==> src/hw/rtl/blind_motor_limit_controller_unit_macros.svh <==
// Assertion macros used by the blind controller state machine.
`ifndef BLIND_MOTOR_LIMIT_CONTROLLER_UNIT_MACROS_SVH
`define BLIND_MOTOR_LIMIT_CONTROLLER_UNIT_MACROS_SVH

// Consequent must hold in the same cycle as the antecedent.
`define BMLC_ASSERT_NOW(lbl, ante, cons, msg) \
    lbl: assert property (@(posedge i_clk) disable iff (!i_rst_n) (ante) |-> (cons)) \
        else $error(msg);

// Consequent must hold in the cycle after the antecedent.
`define BMLC_ASSERT_NEXT(lbl, ante, cons, msg) \
    lbl: assert property (@(posedge i_clk) disable iff (!i_rst_n) (ante) |=> (cons)) \
        else $error(msg);

`endif

==> src/hw/rtl/bmlc_pkg.sv <==
// Shared types and constants of the blind motor limit controller.
`default_nettype none

package bmlc_pkg;

    localparam int SAMPLE_W   = 10;
    localparam int STEPS_W    = 24;
    localparam int CNT16_W    = 16;
    localparam int AVG_W      = 5;
    localparam int CFG_IDX_W  = 3;
    localparam int CFG_DATA_W = 16;
    localparam int IN_DATA_W  = 16;
    localparam int OUT_DATA_W = 32;

    // Register indexes of the configuration port
    localparam logic [CFG_IDX_W-1:0] REG_STANDARD_STEPS = 3'd0;
    localparam logic [CFG_IDX_W-1:0] REG_FINAL_STEPS    = 3'd1;
    localparam logic [CFG_IDX_W-1:0] REG_BOTTOM_THR     = 3'd2;
    localparam logic [CFG_IDX_W-1:0] REG_TOP_THR        = 3'd3;
    localparam logic [CFG_IDX_W-1:0] REG_BOTTOM_MARGIN  = 3'd4;
    localparam logic [CFG_IDX_W-1:0] REG_TOP_MARGIN     = 3'd5;
    localparam logic [CFG_IDX_W-1:0] REG_TOP_PRESENT    = 3'd6;
    localparam logic [CFG_IDX_W-1:0] REG_AVG_COUNT      = 3'd7;

    // Input word kinds
    localparam logic CMD_START  = 1'b0;
    localparam logic CMD_SAMPLE = 1'b1;

    typedef enum logic [2:0] {
        S_IDLE,
        S_EVAL,
        S_DIV,
        S_MEAS,
        S_EMIT
    } t_state;

    typedef struct packed {
        logic in_load;
        logic start;
        logic accum;
        logic meas;
        logic out_load;
    } t_dp_cmd;

    typedef struct packed {
        logic cmd_is_start;
        logic moving;
        logic start_emits;
        logic sample_ok;
        logic grp_full;
        logic div_done;
        logic meas_emits;
        logic out_free;
    } t_dp_stat;

endpackage

`default_nettype wire

==> src/hw/rtl/blind_motor_limit_controller_unit.sv <==
// Top level of the blind motor limit controller.
//
// Input stream (s_axis): tuser selects the word kind, 0 starts a move and
// 1 carries a light-sensor sample; tdata holds sample, learn and progressive
// flags. Output stream (m_axis): one word per step burst request, tlast on
// the burst that ends the move. Configuration is a plain write port.
// The block handles one input word at a time. A start that emits nothing,
// or a sample that does not complete an averaging group, passes only through
// the idle and evaluate states. A sample that completes a group runs the
// bit-serial averaging divider, one quotient bit per cycle over the sum width
// (14 bits at MAX_AVG = 16), before any resulting burst reaches the output register.
// A start that opens without a top sensor goes from evaluate to emit.
// The output register frees the input side: a new word is taken while a
// result still waits; if a second result is ready before the first is taken,
// the block holds it and stops accepting until m_axis_tready drains the
// register. Reset (synchronous, active low) restores the default registers,
// marks the blind closed and idle, and empties the output register.
`default_nettype none

module blind_motor_limit_controller_unit #(
    parameter int WINDOW_LEN = 3,
    parameter int MAX_AVG    = 16
) (
    input  wire logic                               i_clk,
    input  wire logic                               i_rst_n,
    input  wire logic                               i_cfg_we,
    input  wire logic [bmlc_pkg::CFG_IDX_W-1:0]     i_cfg_idx,
    input  wire logic [bmlc_pkg::CFG_DATA_W-1:0]    i_cfg_data,
    input  wire logic                               s_axis_tvalid,
    output logic                                    s_axis_tready,
    // sample[9:0], learn_steps[10], progressive[11], zero[15:12]
    input  wire logic [bmlc_pkg::IN_DATA_W-1:0]     s_axis_tdata,
    // cmd[0]
    input  wire logic [0:0]                         s_axis_tuser,
    output logic                                    m_axis_tvalid,
    input  wire logic                               m_axis_tready,
    // burst_steps[23:0], direction[24], now_open[25], zero[31:26]
    output logic [bmlc_pkg::OUT_DATA_W-1:0]         m_axis_tdata,
    // speed_class[0]
    output logic [0:0]                              m_axis_tuser,
    output logic                                    m_axis_tlast
);

    bmlc_pkg::t_dp_cmd  dp_cmd;
    bmlc_pkg::t_dp_stat dp_stat;

    bmlc_ctrl u_ctrl (
        .i_clk      (i_clk),
        .i_rst_n    (i_rst_n),
        .i_in_valid (s_axis_tvalid),
        .o_in_ready (s_axis_tready),
        .i_stat     (dp_stat),
        .o_cmd      (dp_cmd)
    );

    bmlc_datapath #(
        .WINDOW_LEN (WINDOW_LEN),
        .MAX_AVG    (MAX_AVG)
    ) u_dp (
        .i_clk       (i_clk),
        .i_rst_n     (i_rst_n),
        .i_cmd       (dp_cmd),
        .o_stat      (dp_stat),
        .i_cfg_we    (i_cfg_we),
        .i_cfg_idx   (i_cfg_idx),
        .i_cfg_data  (i_cfg_data),
        .i_in_tdata  (s_axis_tdata),
        .i_in_tuser  (s_axis_tuser[0]),
        .o_out_valid (m_axis_tvalid),
        .i_out_ready (m_axis_tready),
        .o_out_tdata (m_axis_tdata),
        .o_out_tuser (m_axis_tuser[0]),
        .o_out_tlast (m_axis_tlast)
    );

endmodule

`default_nettype wire

==> src/hw/rtl/bmlc_div.sv <==
// Restoring divider, one quotient bit per cycle.
`default_nettype none

module bmlc_div #(
    parameter int DIVIDEND_W = 14,
    parameter int DIVISOR_W  = 5,
    parameter int QUOT_W     = 10
) (
    input  wire logic                  i_clk,
    input  wire logic                  i_rst_n,
    input  wire logic                  i_start,
    input  wire logic [DIVIDEND_W-1:0] i_dividend,
    input  wire logic [DIVISOR_W-1:0]  i_divisor,
    output logic                       o_done,
    output logic [QUOT_W-1:0]          o_quot
);

    localparam int CNT_W = $clog2(DIVIDEND_W + 1);

    logic                  r_busy;
    logic                  r_done;
    logic [CNT_W-1:0]      r_cnt;
    logic [DIVISOR_W-1:0]  r_rem;
    logic [DIVISOR_W-1:0]  r_div;
    logic [DIVIDEND_W-1:0] r_quo;

    logic [DIVISOR_W:0]    n_trial;
    logic                  n_ge;
    logic [DIVISOR_W-1:0]  n_rem;

    always_comb begin
        n_trial = {r_rem, r_quo[DIVIDEND_W-1]};
        n_ge    = n_trial >= {1'b0, r_div};
        n_rem   = n_ge ? DIVISOR_W'(n_trial - {1'b0, r_div}) : DIVISOR_W'(n_trial);
    end

    always_ff @(posedge i_clk) begin
        if (!i_rst_n) begin
            r_busy <= 1'b0;
            r_done <= 1'b0;
            r_cnt  <= '0;
        end else begin
            r_done <= 1'b0;
            if (i_start) begin
                r_busy <= 1'b1;
                r_cnt  <= CNT_W'(DIVIDEND_W);
            end else if (r_busy) begin
                r_cnt <= r_cnt - 1'b1;
                if (r_cnt == CNT_W'(1)) begin
                    r_busy <= 1'b0;
                    r_done <= 1'b1;
                end
            end
        end
    end

    always_ff @(posedge i_clk) begin
        if (i_start) begin
            r_quo <= i_dividend;
            r_rem <= '0;
            r_div <= i_divisor;
        end else if (r_busy) begin
            r_quo <= {r_quo[DIVIDEND_W-2:0], n_ge};
            r_rem <= n_rem;
        end
    end

    assign o_done = r_done;
    assign o_quot = r_quo[QUOT_W-1:0];

endmodule

`default_nettype wire

==> src/hw/rtl/bmlc_datapath.sv <==
// Datapath: configuration, move state, averaging, window and result registers.
`default_nettype none

module bmlc_datapath #(
    parameter int WINDOW_LEN = 3,
    parameter int MAX_AVG    = 16
) (
    input  wire logic                               i_clk,
    input  wire logic                               i_rst_n,
    input  wire bmlc_pkg::t_dp_cmd                  i_cmd,
    output bmlc_pkg::t_dp_stat                      o_stat,
    input  wire logic                               i_cfg_we,
    input  wire logic [bmlc_pkg::CFG_IDX_W-1:0]     i_cfg_idx,
    input  wire logic [bmlc_pkg::CFG_DATA_W-1:0]    i_cfg_data,
    input  wire logic [bmlc_pkg::IN_DATA_W-1:0]     i_in_tdata,
    input  wire logic                               i_in_tuser,
    output logic                                    o_out_valid,
    input  wire logic                               i_out_ready,
    output logic [bmlc_pkg::OUT_DATA_W-1:0]         o_out_tdata,
    output logic                                    o_out_tuser,
    output logic                                    o_out_tlast
);

    localparam int SW      = bmlc_pkg::SAMPLE_W;
    localparam int SUM_W   = $clog2(MAX_AVG * ((1 << SW) - 1) + 1);
    localparam int TALLY_W = $clog2(MAX_AVG + 1);
    localparam int PRE_W   = $clog2(WINDOW_LEN + 1);
    localparam int STD_W   = bmlc_pkg::CNT16_W;
    localparam int CUT_W   = STD_W + $clog2(WINDOW_LEN + 1);
    localparam int ST_W    = bmlc_pkg::STEPS_W;
    localparam int AW      = bmlc_pkg::AVG_W;

    // configuration
    logic [STD_W-1:0] r_std;
    logic [STD_W-1:0] r_fin;
    logic [SW-1:0]    r_bthr;
    logic [SW-1:0]    r_tthr;
    logic [SW-1:0]    r_bmar;
    logic [SW-1:0]    r_tmar;
    logic             r_top_present;
    logic [AW-1:0]    r_avg_cnt;

    // move state
    logic               r_is_open;
    logic               r_moving;
    logic               r_closing;
    logic               r_prog;
    logic               r_learn;
    logic [SUM_W-1:0]   r_sum;
    logic [TALLY_W-1:0] r_tally;
    logic [SW-1:0]      r_window [WINDOW_LEN];
    logic [PRE_W-1:0]   r_preload;
    logic [ST_W-1:0]    r_total;
    logic [ST_W-1:0]    r_learned;

    // latched input word
    logic          r_in_cmd;
    logic [SW-1:0] r_in_sample;
    logic          r_in_learn;
    logic          r_in_prog;

    // staged result
    logic [ST_W-1:0] r_res_steps;
    logic            r_res_dir;
    logic            r_res_speed;
    logic            r_res_last;
    logic            r_res_open;

    // output register
    logic            r_out_valid;
    logic [ST_W-1:0] r_out_steps;
    logic            r_out_dir;
    logic            r_out_speed;
    logic            r_out_last;
    logic            r_out_open;

    logic [TALLY_W-1:0] n_avg_n;
    logic [SUM_W-1:0]   n_sum;
    logic [TALLY_W:0]   n_tally;
    logic               n_grp_full;
    logic               div_start;
    logic               div_done;
    logic [SW-1:0]      avg;
    logic [SW-1:0]      win_sh [WINDOW_LEN];
    logic signed [SW:0] lim;
    logic               all_hit;
    logic               preload_fill;
    logic               go_on;
    logic [CUT_W-1:0]   cut;
    logic [STD_W-1:0]   fin_burst;
    logic [ST_W:0]      sum_std;
    logic [ST_W:0]      sum_fin;
    logic [ST_W-1:0]    n_total_std;
    logic [ST_W-1:0]    n_total_fin;
    logic               out_free;

    always_comb begin
        if (r_avg_cnt == '0) begin
            n_avg_n = TALLY_W'(1);
        end else if (int'(r_avg_cnt) > MAX_AVG) begin
            n_avg_n = TALLY_W'(MAX_AVG);
        end else begin
            n_avg_n = TALLY_W'(r_avg_cnt);
        end
        n_sum      = r_sum + SUM_W'(r_in_sample);
        n_tally    = {1'b0, r_tally} + 1'b1;
        n_grp_full = n_tally >= {1'b0, n_avg_n};
    end

    assign div_start = i_cmd.accum && n_grp_full;

    bmlc_div #(
        .DIVIDEND_W (SUM_W),
        .DIVISOR_W  (TALLY_W),
        .QUOT_W     (SW)
    ) u_div (
        .i_clk      (i_clk),
        .i_rst_n    (i_rst_n),
        .i_start    (div_start),
        .i_dividend (n_sum),
        .i_divisor  (n_avg_n),
        .o_done     (div_done),
        .o_quot     (avg)
    );

    // window after shifting in the new measurement, newest first
    always_comb begin
        win_sh[0] = avg;
        for (int i = 1; i < WINDOW_LEN; i++) begin
            win_sh[i] = r_window[i-1];
        end
        lim = r_closing ? $signed({1'b0, r_bthr}) - $signed({1'b0, r_bmar})
                        : $signed({1'b0, r_tthr}) - $signed({1'b0, r_tmar});
        all_hit = 1'b1;
        for (int i = 0; i < WINDOW_LEN; i++) begin
            if (r_closing) begin
                all_hit = all_hit && ($signed({1'b0, win_sh[i]}) < lim);
            end else begin
                all_hit = all_hit && ($signed({1'b0, win_sh[i]}) > lim);
            end
        end
        preload_fill = r_prog && (r_preload < PRE_W'(WINDOW_LEN));
        if (r_prog) begin
            go_on = !all_hit;
        end else begin
            go_on = r_closing ? (avg > r_bthr) : (avg < r_tthr);
        end
    end

    always_comb begin
        cut = CUT_W'(WINDOW_LEN) * CUT_W'(r_std);
        if (!r_prog) begin
            fin_burst = r_fin;
        end else if (CUT_W'(r_fin) > cut) begin
            fin_burst = STD_W'(CUT_W'(r_fin) - cut);
        end else begin
            fin_burst = '0;
        end
        sum_std     = {1'b0, r_total} + (ST_W + 1)'(r_std);
        sum_fin     = {1'b0, r_total} + (ST_W + 1)'(r_fin);
        n_total_std = sum_std[ST_W] ? {ST_W{1'b1}} : sum_std[ST_W-1:0];
        n_total_fin = sum_fin[ST_W] ? {ST_W{1'b1}} : sum_fin[ST_W-1:0];
    end

    assign out_free = !r_out_valid || i_out_ready;

    always_comb begin
        o_stat.cmd_is_start = (r_in_cmd == bmlc_pkg::CMD_START);
        o_stat.moving       = r_moving;
        o_stat.start_emits  = !r_is_open && !r_top_present;
        o_stat.sample_ok    = r_moving && (r_in_sample != '0);
        o_stat.grp_full     = n_grp_full;
        o_stat.div_done     = div_done;
        o_stat.meas_emits   = !preload_fill;
        o_stat.out_free     = out_free;
    end

    always_ff @(posedge i_clk) begin
        if (!i_rst_n) begin
            r_std         <= STD_W'(100);
            r_fin         <= STD_W'(200);
            r_bthr        <= SW'(512);
            r_tthr        <= SW'(512);
            r_bmar        <= '0;
            r_tmar        <= '0;
            r_top_present <= 1'b0;
            r_avg_cnt     <= AW'(4);
            r_is_open     <= 1'b0;
            r_moving      <= 1'b0;
            r_closing     <= 1'b0;
            r_prog        <= 1'b0;
            r_learn       <= 1'b0;
            r_sum         <= '0;
            r_tally       <= '0;
            for (int i = 0; i < WINDOW_LEN; i++) begin
                r_window[i] <= '0;
            end
            r_preload     <= '0;
            r_total       <= '0;
            r_learned     <= '0;
            r_out_valid   <= 1'b0;
        end else begin
            if (i_cfg_we) begin
                case (i_cfg_idx)
                    bmlc_pkg::REG_STANDARD_STEPS: r_std         <= i_cfg_data;
                    bmlc_pkg::REG_FINAL_STEPS:    r_fin         <= i_cfg_data;
                    bmlc_pkg::REG_BOTTOM_THR:     r_bthr        <= i_cfg_data[SW-1:0];
                    bmlc_pkg::REG_TOP_THR:        r_tthr        <= i_cfg_data[SW-1:0];
                    bmlc_pkg::REG_BOTTOM_MARGIN:  r_bmar        <= i_cfg_data[SW-1:0];
                    bmlc_pkg::REG_TOP_MARGIN:     r_tmar        <= i_cfg_data[SW-1:0];
                    bmlc_pkg::REG_TOP_PRESENT:    r_top_present <= i_cfg_data[0];
                    bmlc_pkg::REG_AVG_COUNT:      r_avg_cnt     <= i_cfg_data[AW-1:0];
                    default: ;
                endcase
            end

            if (i_cmd.start) begin
                r_learn   <= r_in_learn;
                r_prog    <= r_in_prog;
                r_sum     <= '0;
                r_tally   <= '0;
                r_preload <= '0;
                r_total   <= '0;
                if (r_is_open) begin
                    r_closing <= 1'b1;
                    r_moving  <= 1'b1;
                end else begin
                    r_closing <= 1'b0;
                    if (!r_top_present) begin
                        r_is_open <= 1'b1;
                    end else begin
                        r_moving <= 1'b1;
                    end
                end
            end

            if (i_cmd.accum) begin
                if (n_grp_full) begin
                    r_sum   <= '0;
                    r_tally <= '0;
                end else begin
                    r_sum   <= n_sum;
                    r_tally <= n_tally[TALLY_W-1:0];
                end
            end

            if (i_cmd.meas) begin
                if (preload_fill) begin
                    for (int i = 0; i < WINDOW_LEN; i++) begin
                        if (r_preload == PRE_W'(i)) begin
                            r_window[i] <= avg;
                        end
                    end
                    r_preload <= r_preload + 1'b1;
                end else begin
                    if (r_prog) begin
                        for (int i = 0; i < WINDOW_LEN; i++) begin
                            r_window[i] <= win_sh[i];
                        end
                    end
                    if (go_on) begin
                        if (r_closing && r_learn) begin
                            r_total <= n_total_std;
                        end
                    end else begin
                        if (r_closing && r_learn) begin
                            r_total   <= n_total_fin;
                            r_learned <= n_total_fin;
                        end
                        r_is_open <= !r_closing;
                        r_moving  <= 1'b0;
                    end
                end
            end

            if (i_cmd.out_load) begin
                r_out_valid <= 1'b1;
            end else if (i_out_ready) begin
                r_out_valid <= 1'b0;
            end
        end
    end

    // payload: input word, staged result, output word
    always_ff @(posedge i_clk) begin
        if (i_cmd.in_load) begin
            r_in_cmd    <= i_in_tuser;
            r_in_sample <= i_in_tdata[SW-1:0];
            r_in_learn  <= i_in_tdata[SW];
            r_in_prog   <= i_in_tdata[SW+1];
        end
        if (i_cmd.start) begin
            r_res_steps <= r_learned;
            r_res_dir   <= 1'b0;
            r_res_speed <= 1'b0;
            r_res_last  <= 1'b1;
            r_res_open  <= 1'b1;
        end
        if (i_cmd.meas) begin
            r_res_dir <= r_closing;
            if (go_on) begin
                r_res_steps <= ST_W'(r_std);
                r_res_speed <= 1'b0;
                r_res_last  <= 1'b0;
                r_res_open  <= r_is_open;
            end else begin
                r_res_steps <= ST_W'(fin_burst);
                r_res_speed <= 1'b1;
                r_res_last  <= 1'b1;
                r_res_open  <= !r_closing;
            end
        end
        if (i_cmd.out_load) begin
            r_out_steps <= r_res_steps;
            r_out_dir   <= r_res_dir;
            r_out_speed <= r_res_speed;
            r_out_last  <= r_res_last;
            r_out_open  <= r_res_open;
        end
    end

    assign o_out_valid = r_out_valid;
    assign o_out_tdata = {(bmlc_pkg::OUT_DATA_W - ST_W - 2)'(0), r_out_open, r_out_dir,
                          r_out_steps};
    assign o_out_tuser = r_out_speed;
    assign o_out_tlast = r_out_last;

endmodule

`default_nettype wire

==> src/hw/rtl/bmlc_ctrl.sv <==
// Controller state machine: sequences one input word through the datapath.
`default_nettype none

`include "blind_motor_limit_controller_unit_macros.svh"

module bmlc_ctrl (
    input  wire logic               i_clk,
    input  wire logic               i_rst_n,
    input  wire logic               i_in_valid,
    output logic                    o_in_ready,
    input  wire bmlc_pkg::t_dp_stat i_stat,
    output bmlc_pkg::t_dp_cmd       o_cmd
);

    bmlc_pkg::t_state r_state;
    bmlc_pkg::t_state n_state;

    always_ff @(posedge i_clk) begin
        if (!i_rst_n) begin
            r_state <= bmlc_pkg::S_IDLE;
        end else begin
            r_state <= n_state;
        end
    end

    always_comb begin
        n_state = r_state;
        case (r_state)
            bmlc_pkg::S_IDLE: begin
                if (i_in_valid) begin
                    n_state = bmlc_pkg::S_EVAL;
                end
            end
            bmlc_pkg::S_EVAL: begin
                if (i_stat.cmd_is_start) begin
                    if (!i_stat.moving && i_stat.start_emits) begin
                        n_state = bmlc_pkg::S_EMIT;
                    end else begin
                        n_state = bmlc_pkg::S_IDLE;
                    end
                end else if (i_stat.sample_ok && i_stat.grp_full) begin
                    n_state = bmlc_pkg::S_DIV;
                end else begin
                    n_state = bmlc_pkg::S_IDLE;
                end
            end
            bmlc_pkg::S_DIV: begin
                if (i_stat.div_done) begin
                    n_state = bmlc_pkg::S_MEAS;
                end
            end
            bmlc_pkg::S_MEAS: begin
                n_state = i_stat.meas_emits ? bmlc_pkg::S_EMIT : bmlc_pkg::S_IDLE;
            end
            bmlc_pkg::S_EMIT: begin
                if (i_stat.out_free) begin
                    n_state = bmlc_pkg::S_IDLE;
                end
            end
            default: n_state = bmlc_pkg::S_IDLE;
        endcase
    end

    always_comb begin
        o_in_ready     = 1'b0;
        o_cmd.in_load  = 1'b0;
        o_cmd.start    = 1'b0;
        o_cmd.accum    = 1'b0;
        o_cmd.meas     = 1'b0;
        o_cmd.out_load = 1'b0;
        case (r_state)
            bmlc_pkg::S_IDLE: begin
                o_in_ready    = 1'b1;
                o_cmd.in_load = i_in_valid;
            end
            bmlc_pkg::S_EVAL: begin
                o_cmd.start = i_stat.cmd_is_start && !i_stat.moving;
                o_cmd.accum = !i_stat.cmd_is_start && i_stat.sample_ok;
            end
            bmlc_pkg::S_MEAS: begin
                o_cmd.meas = 1'b1;
            end
            bmlc_pkg::S_EMIT: begin
                o_cmd.out_load = i_stat.out_free;
            end
            default: ;
        endcase
    end

    `BMLC_ASSERT_NEXT(a_accept_to_eval, i_in_valid && o_in_ready, r_state == bmlc_pkg::S_EVAL, "accepted word not evaluated")
    `BMLC_ASSERT_NOW(a_div_done_in_div, i_stat.div_done, r_state == bmlc_pkg::S_DIV, "divider finished outside divide state")
    `BMLC_ASSERT_NOW(a_div_while_moving, r_state == bmlc_pkg::S_DIV, i_stat.moving, "averaging while no move is in progress")
    `BMLC_ASSERT_NEXT(a_meas_after_div, r_state == bmlc_pkg::S_DIV && i_stat.div_done, o_cmd.meas, "measurement not applied after divide")

endmodule

`default_nettype wire

==> config.mk <==
export PLATFORM = sky130hd
export DESIGN_NAME = blind_motor_limit_controller_unit
export DESIGN_NICKNAME = d
export VERILOG_FILES = /design/src/hw/rtl/bmlc_pkg.sv /design/src/hw/rtl/blind_motor_limit_controller_unit.sv /design/src/hw/rtl/bmlc_div.sv /design/src/hw/rtl/bmlc_datapath.sv /design/src/hw/rtl/bmlc_ctrl.sv
export VERILOG_INCLUDE_DIRS = /design/src /design/src/hw/rtl
export SDC_FILE = /design/constraint.sdc
export NUM_CORES = 1
export LEC_CHECK = 0
export BUFFER_PORTS_ARGS = -buffer_cell sky130_fd_sc_hd__buf_2
export CORE_MARGIN = 2
export CORE_UTILIZATION = 60
export CTS_CLUSTER_DIAMETER = 40
export DETAILED_ROUTE_END_ITERATION = 10
export PLACE_DENSITY = 0.84
export SETUP_SLACK_MARGIN = 0.02
export SLEW_MARGIN = 20
export SYNTH_ARGS = -nofsm -noshare
export SYNTH_HDL_FRONTEND = slang
export SYNTH_SLANG_ARGS = --single-unit
==> constraint.sdc <==
create_clock -name i_clk -period 9.85 [get_ports i_clk]
set_clock_uncertainty 0.15 [all_clocks]
set_input_delay 1.97 -clock i_clk [delete_from_list [all_inputs] [get_ports i_clk]]
set_output_delay 1.97 -clock i_clk [all_outputs]
set_load 0.02 [all_outputs]
==> metrics.yaml <==
status: "complete, no violations"
grt_use_total_pct: 30.17
fin_util_pct: 67.10
synthDistinctLibCells: 77
cp_max_fo: 17
ctsResizeCount: 0
leakage_nw: 7.226
hold_violations: 0
drv_cap: 0
ys_dominant_reg_cell: "dfxtp_1"
antenna_found_initial: 2
ir_drop_v: 0.0001442
fin_tns_setup_ns: 0
place.gp.congestion: 0.9833
clkSinkCount: 275
drv_slew: 0
grt_pass1_wl_mm: 70.40
setup_viol: 0
area_delta_synth_final_pct: 10.67
rr_worst_depth: 22
root_buffer: "clkbuf_16"
crit_start: "u_dp.r_tmar[1]"
die_h_um: 171.1
tritoncts: "done"
grt_pass1_vias: 13990
drt.antenna.violating_nets: 0
power.density_nw_per_um2: 152.9
ys_seq_area_share_pct: 39.32
start_util_pct: 60.63
yosys_warnings: 0
fp-row-count: 61
ios: 77
first_iter_violations: 1523
vias_per_cell: 6.288
async_flop_share_pct: 0
die_x_um: 171.1
end_kind: "register"
ff2ff_setup_slack_ns: 3.56
clkTransAtPathRegs_ns: 0.05
grt_max_degree: 84
synth_edf_count: 108
cts_max_path_buffers: 3
worstPathRequired_ns: 10.01
hold_class: "register to register"
vias: 14600
post-route-period-util_pct: 63.82
hpwl_mm: 31.02
worst_pin_slew_ns: 1.106
cp.arrival_ns: 6.44
ctsHtreeMaxLevel: 2
slew-limit-headroom_pct: 26.25
die_area_um2: 29270
final_nets: 2122
rr_endpoint: "u_dp.r_res_steps[13]"
first_pass_iters: 6
cts_made_buffers: 38
fin_crit_ns: 6.287
drive_above_1_share_pct: 9.377
startpoint_type: "register"
drcViolationCount: 0
totalWireLength_mm: 44.00
setup.worst_path.end: "u_dp.r_res_steps[13]"
syn_area_per_cell_um2: 8.943
core_um2: 27630
port_buffers: 66
hold_buffers: 0
reg2reg_from: "u_dp.r_tmar[1]"
ys_ff_latch: 275
rsz0062_at_grt: "no"
power_mw: 2.835
synth_cells: 1873
post_cts_buffers: 0
clk_latency_ns: 0.54
overflow: 0
path_class: "register to register"
wire_per_inst_um: 18.96
fmax_mhz: 159.1
syn_area_um2: 16750
## stage by stage
stage          setup slack (ns)  area [um2]  instances  hold WS [ns]
2_1_floorplan             5.052       16770       1878        0.2503
3_3_place_gp              3.914       17300       2251        0.2507
3_5_place_dp              3.866       17300       2251        0.2545
4_1_cts                   3.775       18530       2319        0.2673
5_1_grt                   3.164       18540       2321        0.2728
6_report                  3.563       18540       2321        0.2639
## worst min path at each step
stage / end / cells after the start / slack (ns) / from
global placement: u_dp.r_out_steps[13] / 0 / 0.25 / u_dp.r_res_steps[13]
finish: u_dp.r_out_steps[1] / 0 / 0.26 / u_dp.r_res_steps[1]
floorplan: u_dp.o_out_tlast / 0 / 0.25 / u_dp.r_res_last
CTS: u_dp.r_out_open / 0 / 0.27 / u_dp.r_res_open
detailed placement: u_dp.r_out_open / 0 / 0.25 / u_dp.r_res_open
global route: u_dp.r_out_steps[9] / 0 / 0.27 / u_dp.r_res_steps[9]
## sequential cells by signal (all words and copies together) (netlist names), 5 cells and up
signal            count
u_dp.r_fin           16
u_dp.r_tthr          10
u_dp.u_div.r_quo     14
u_dp.r_std           16
u_dp.r_total         24
u_dp.r_window        20
u_dp.r_bmar          10
u_dp.u_div.r_rem      5
u_dp.r_in_sample     10
u_dp.r_learned       24
u_dp.r_tally          5
u_dp.r_res_steps     24
u_dp.r_bthr          10
u_dp.r_out_steps     24
u_dp.u_div.r_div      5
u_dp.r_avg_cnt        5
u_dp.r_sum           14
u_dp.r_tmar          10
## cells in the mapped netlist, types with 12 or more instances
cell | instances | area share (%)
nand2_1 | 258 | 5.8
edfxtp_1 | 108 | 19
a21oi_1 | 192 | 5.7
xor2_1 | 30 | 1.6
o21a_1 | 28 | 1.3
dfxtp_1 | 167 | 20
nor3_1 | 29 | 0.87
a31oi_1 | 29 | 1.1
nand2b_1 | 39 | 1.5
nor4_1 | 17 | 0.63
o211ai_1 | 14 | 0.63
clkbuf_1 | 66 | 1.5
nor2b_1 | 31 | 1.2
a211oi_1 | 22 | 0.99
o21ai_0 | 61 | 1.8
nand4_1 | 14 | 0.52
inv_1 | 96 | 2.2
xnor2_1 | 47 | 2.5
mux2i_1 | 17 | 1.0
ha_1 | 160 | 12
o2bb2ai_1 | 12 | 0.63
a21o_1 | 33 | 1.5
nand3_1 | 43 | 1.3
and2_1 | 15 | 0.56
a22oi_1 | 12 | 0.54
o31ai_1 | 17 | 0.76
nor2_1 | 134 | 3.0
## area by class of cell
class | count | area (um2)
multi-input cells | 1422 | 9454
fillers | 2145 | 9091
flip-flops and latches | 275 | 6586
clock buffers | 44 | 1016
well taps | 378 | 473.0
repair buffers | 79 | 427.9
inverters | 97 | 365.4
clock inverters | 24 | 210.2
diodes | 2 | 5.005
## where the power goes
part           switching (mW)  leakage [nW]  internal [mW]
clock                   0.552         0.587          0.763
sequential             0.0176          2.37           1.20
combinational           0.189          4.27          0.111
## cells by family (layout without fill, tap and decap cells)
logic type,Yosys count,count (layout),synth area share [%]
other,1,8,0.02239
XOR/XNOR,77,77,4.026
multiplexers,25,25,1.554
buffers and inverters,181,244,4.474
AO/OA/AOI/OAI,519,519,20.41
adder cells (fa/ha/maj),168,168,12.91
flip-flops,275,275,39.32
AND/OR/NAND/NOR,627,627,17.29
## per-layer routing
| metal | up-vias | GRT usage [%] | wire length, um |
|---|---|---|---|
| li1 | 6858 | - | - |
| met2 | 716 | 48.84 | 19860 |
| met4 | 0 | 11.39 | 1458 |
| met3 | 122 | 4.626 | 4136 |
| met5 | - | 0 | 0 |
| met1 | 6899 | 40.84 | 18550 |
## cells in the final DEF, fill, tap and decap left out, drive strengths merged, types with 28 or more instances in the layout
master and instances:
o21ai 66, nand2 258, a31oi 29, dfxtp 167, a21o 33, xor2 30
xnor2 47, a21oi 193, buf 79, clkbuf 44, o21a 28, nor2 136
inv 104, nor2b 32, nor3 29, nand3 43, nand2b 39, ha 160
edfxtp 108
## worst max-delay path, stage by stage, from the launching register on
cell	delay, ns
dfxtp_1	0.32
inv_1	0.07
ha_1	0.28
nor2b_1	0.12
o21ai_0	0.25
a21boi_0	0.18
o21ai_0	0.18
nand2b_1	0.11
a31oi_1	0.25
o21ai_0	0.15
xor2_1	0.15
mux2i_1	0.40
ha_1	0.34
and3_4	0.19
nand4_1	0.12
a21oi_1	0.07
a2111o_1	0.41
or4_1	0.59
o211a_1	0.45
nand2_1	0.51
buf_4	0.34
nand3_1	0.13
o221ai_1	0.27
(Power assumes the default switching activity.)
